## src/hdl/gs7_ram.sv

```systemverilog
`default_nettype none

module gs7_ram #(
  parameter int unsigned DATA_W = 8,
  parameter int unsigned DEPTH  = 16
) (
  input  wire logic                             clk_i,
  input  wire logic                             we_i,
  input  wire logic [$clog2(DEPTH)-1:0]         waddr_i,
  input  wire logic [DATA_W-1:0]                wdata_i,
  input  wire logic                             re_i,
  input  wire logic [$clog2(DEPTH)-1:0]         raddr_i,
  output logic [DATA_W-1:0]                     rdata_o
);

  logic [DATA_W-1:0] mem_q [DEPTH];
  logic [DATA_W-1:0] rdata_q;

  always_ff @(posedge clk_i) begin
    if (we_i) begin
      mem_q[waddr_i] <= wdata_i;
    end
    if (re_i) begin
      rdata_q <= mem_q[raddr_i];
    end
  end

  assign rdata_o = rdata_q;

endmodule

`default_nettype wire

```

## config.mk

```make
export PLATFORM = sky130hd
export DESIGN_NAME = gs7_ram
export DESIGN_NICKNAME = d
export VERILOG_FILES = /design/src/hdl/gs7_ram.sv
export SDC_FILE = /design/constraint.sdc
export NUM_CORES = 1
export LEC_CHECK = 0
export BUFFER_PORTS_ARGS = -buffer_cell sky130_fd_sc_hd__buf_4
export CELL_PAD_IN_SITES_DETAIL_PLACEMENT = 2
export CELL_PAD_IN_SITES_GLOBAL_PLACEMENT = 2
export CORE_ASPECT_RATIO = 1.5
export CORE_MARGIN = 5
export CORE_UTILIZATION = 45
export DETAILED_ROUTE_END_ITERATION = 8
export GPL_TIMING_DRIVEN = 0
export PLACE_DENSITY_LB_ADDON = 0.1
export SYNTH_ARGS = -nofsm -noshare
export SYNTH_HDL_FRONTEND = slang
export SYNTH_SLANG_ARGS = --single-unit
```

## constraint.sdc

```tcl
create_clock -name clk_i -period 3.9 [get_ports clk_i]
set_input_delay 0.39 -clock clk_i [delete_from_list [all_inputs] [get_ports clk_i]]
set_output_delay 0.39 -clock clk_i [all_outputs]
set_load 0.005 [all_outputs]
```

==> run metrics <==
run status=finished clean; cells resized by post-CTS repair=0; Cells after DPL=404; synthesis-stage register bit count=136; number of nets in the final layout=292; total negative setup slack=0 ns; placed cell areas=0.005603 mm²; clock skew=0.006020 ns; GRT Resource Usage Total=19.19%; net switching power=688.0 µW; type of element launching the critical path=input port; final critical delay including setup and external delays=1.889 ns; post-detailed-route via-to-cell ratio=5.654; Critical Path, Cell by Cell=buf_4 -> or3b_2 -> nor3_1; post-route cell area=0.006250 mm²; Final Instance Count excl. Fillers=436; fraction of the core area covered by cells at the end of the flow=54.48%; busiest metal layer after global routing=met2; Pwr Total=3.541 mW; number of routed nets with antenna violations=0; clk slew on worst S/H paths=0.06 ns; Max Fclk=0.5294 GHz; proportion of power drawn by flip-flops and latches=46.8%; met3 demand-to-capacity share in global routing=5.885%; DIE AREA=0.01392 mm²; global route overflow=0; Crit Path Category=input port to register; share of synthesized area occupied by flip-flops and latches=78.12%; average size of a mapped cell=22.83 µm²; M2 GR Usage=33.27%; area of the mapped netlist=0.005228 mm²; post-CTS repair timing setup buffer count=0; vias in the first global route=2843; endpoints failing setup=0; clock tree from TritonCTS=done; global placement routability congestion=0.7301; global-route wire length before repair=18710 µm; number of buffers inserted during clock tree synthesis=17; fraction of the cycle the final worst path needs=48.44%; initial antenna violation count=0; yosys warns=0; vias after detailed routing=2465; count of standard-cell rows=48; setup repair after global routing missed its margin=no; Max Cap Violations=0; Net Count, Synth=248; layout-stage area growth over the synthesis result=19.55%; # DRC=0; biggest cell delay along the critical path=0.89 ns; Clock H-tree levels=4; endpoints failing hold=0; hold buffer count at CTS=0; clock sinks=136; highest fanout seen on the critical path=8; Tightest Hold Check Type=input port to register; Boundary Pins=27; relative max-transition margin=17.52%; DR iter-0 viols=197; post-placement worst setup slack=1.492 ns; CP required=3.93 ns; Detailed Route WL=12290 µm; ratio of total power to cell area=566.5 mW/mm²; minimum setup slack among reg-to-reg paths=2.29 ns; number of input and output port buffers inserted=25; number of instances in the synthesized netlist=229; routed wire length per instance=28.19 µm; number of diodes added for antenna fixing=0; Clock Power Share=48.4%; clock tree buffer depth=2; switching share of power=19.43%; setup ws final=2.011 ns; cell with the biggest individual delay on the critical path=sky130_fd_sc_hd__nor3_1; pins over their slew limit=0; critical path's top delay family=simple AND/OR/NAND/NOR gates; Starting Density=45.57%; Power Internal=2.853 mW; proportion of power drawn by combinational gates=4.8%; die outline width=98 µm; first-pass iteration count of the detailed router=4; global-route track usage on met1=22.69%; share of cells above drive strength 1=29.72%; measured slew at the worst slew-check pin=1.228 ns; Root Buffer=sky130_fd_sc_hd__clkbuf_16; area of the core=0.01147 mm²; leak pwr=2.077 nW; Distinct cells, synth=18; vertical extent of the die=142.0 µm; clock latency on the worst-skew pair=0.41 ns; data arrival time of the critical path=1.92 ns; largest net degree at the start of global routing=17; Worst Hold Margin=0.2740 ns; Post-DP HPWL=8172 µm; largest voltage drop on the vdd net=0.3964 mV; Worst Setup End Kind=register; worst path bufs/invs=1
==> routing by layer <==
layer / up-vias / wire [µm]
met5: - / 0
met4: 0 / 238
met3: 15 / 451
met2: 60 / 6846
met1: 1316 / 4754
li1: 1074 / -
==> worst paths after layout <==
check             depth (start not counted)           to         start
setup / recovery                          3  mem_q[0][7]    waddr_i[2]
hold / removal                            1   rdata_o[7]          re_i
setup reg to reg                          3   rdata_o[2]   mem_q[1][2]
hold reg to reg                           3   rdata_o[3]  mem_q[10][3]
==> final cells by class <==
cell class              count  area (µm²)
plain buffers              10       86.33
fillers                   958        5221
well taps                 150       187.7
repair buffers             25       187.7
flip-flops and latches    136        4084
clock buffers              20       436.7
multi-input cells          83        1067
clock inverters            12       200.2
==> kinds of logic after synthesis <==
kind of cell	Yosys count	synth area share (%)
mux	32	14.79
compound gates	16	2.298
buf+inv	10	1.651
simple gates	35	3.136
flops	136	78.12
==> worst register-to-register path, delay by kind of cell (launching register included) <==
kind	cells	cell delay [ns]
multiplexers	1	0.58
AO/OA/AOI/OAI	1	0.30
flip-flops	1	0.37
AND/OR/NAND/NOR	1	0.10
==> layout by cell type (no fill, tap or decap) <==
cell type	n
sky130_fd_sc_hd__buf_4	26
sky130_fd_sc_hd__edfxtp_1	136
sky130_fd_sc_hd__clkinv_4	2
sky130_fd_sc_hd__nand3b_1	2
sky130_fd_sc_hd__buf_2	3
sky130_fd_sc_hd__a22oi_1	16
sky130_fd_sc_hd__mux4_2	18
sky130_fd_sc_hd__clkinvlp_4	3
sky130_fd_sc_hd__clkdlybuf4s25_2	3
sky130_fd_sc_hd__nor3_2	2
sky130_fd_sc_hd__bufinv_16	5
sky130_fd_sc_hd__nor3_1	2
sky130_fd_sc_hd__and2b_1	1
sky130_fd_sc_hd__nand2b_1	2
sky130_fd_sc_hd__buf_6	3
sky130_fd_sc_hd__nor2b_1	1
sky130_fd_sc_hd__mux4_1	14
sky130_fd_sc_hd__clkbuf_1	3
sky130_fd_sc_hd__nand2_1	9
sky130_fd_sc_hd__clkbuf_16	17
sky130_fd_sc_hd__or3b_2	1
sky130_fd_sc_hd__and2_1	1
sky130_fd_sc_hd__nand3_1	1
sky130_fd_sc_hd__nor2_1	13
sky130_fd_sc_hd__clkinv_2	2
==> power by group through the flow <==
stage,clock network [mW],registers [mW],logic (mW)
final,1.71,1.66,0.171
after floorplan,0,1.68,0.0831
after CTS,1.74,1.66,0.176
after global placement,0,1.68,0.167
after global routing,1.83,1.66,0.184
after detailed placement,0,1.69,0.174
==> flip-flops by register name (all words and copies together) (netlist names) <==
signal   count
mem_q      128
rdata_o      8
==> synth_stat cells (all sizes together) <==
library cell / count / area share [%]
buf: 7 / 1.1
and2: 1 / 0.12
edfxtp: 136 / 78
nor2b: 1 / 0.12
nand2b: 2 / 0.24
nor2: 13 / 0.93
and2b: 1 / 0.14
or3b: 1 / 0.17
mux4: 32 / 15
nand3b: 2 / 0.29
clkdlybuf4s25: 3 / 0.57
nor3: 4 / 0.38
nand3: 1 / 0.096
nand2: 9 / 0.65
a22oi: 16 / 2.3
(Power assumes the default switching activity.)
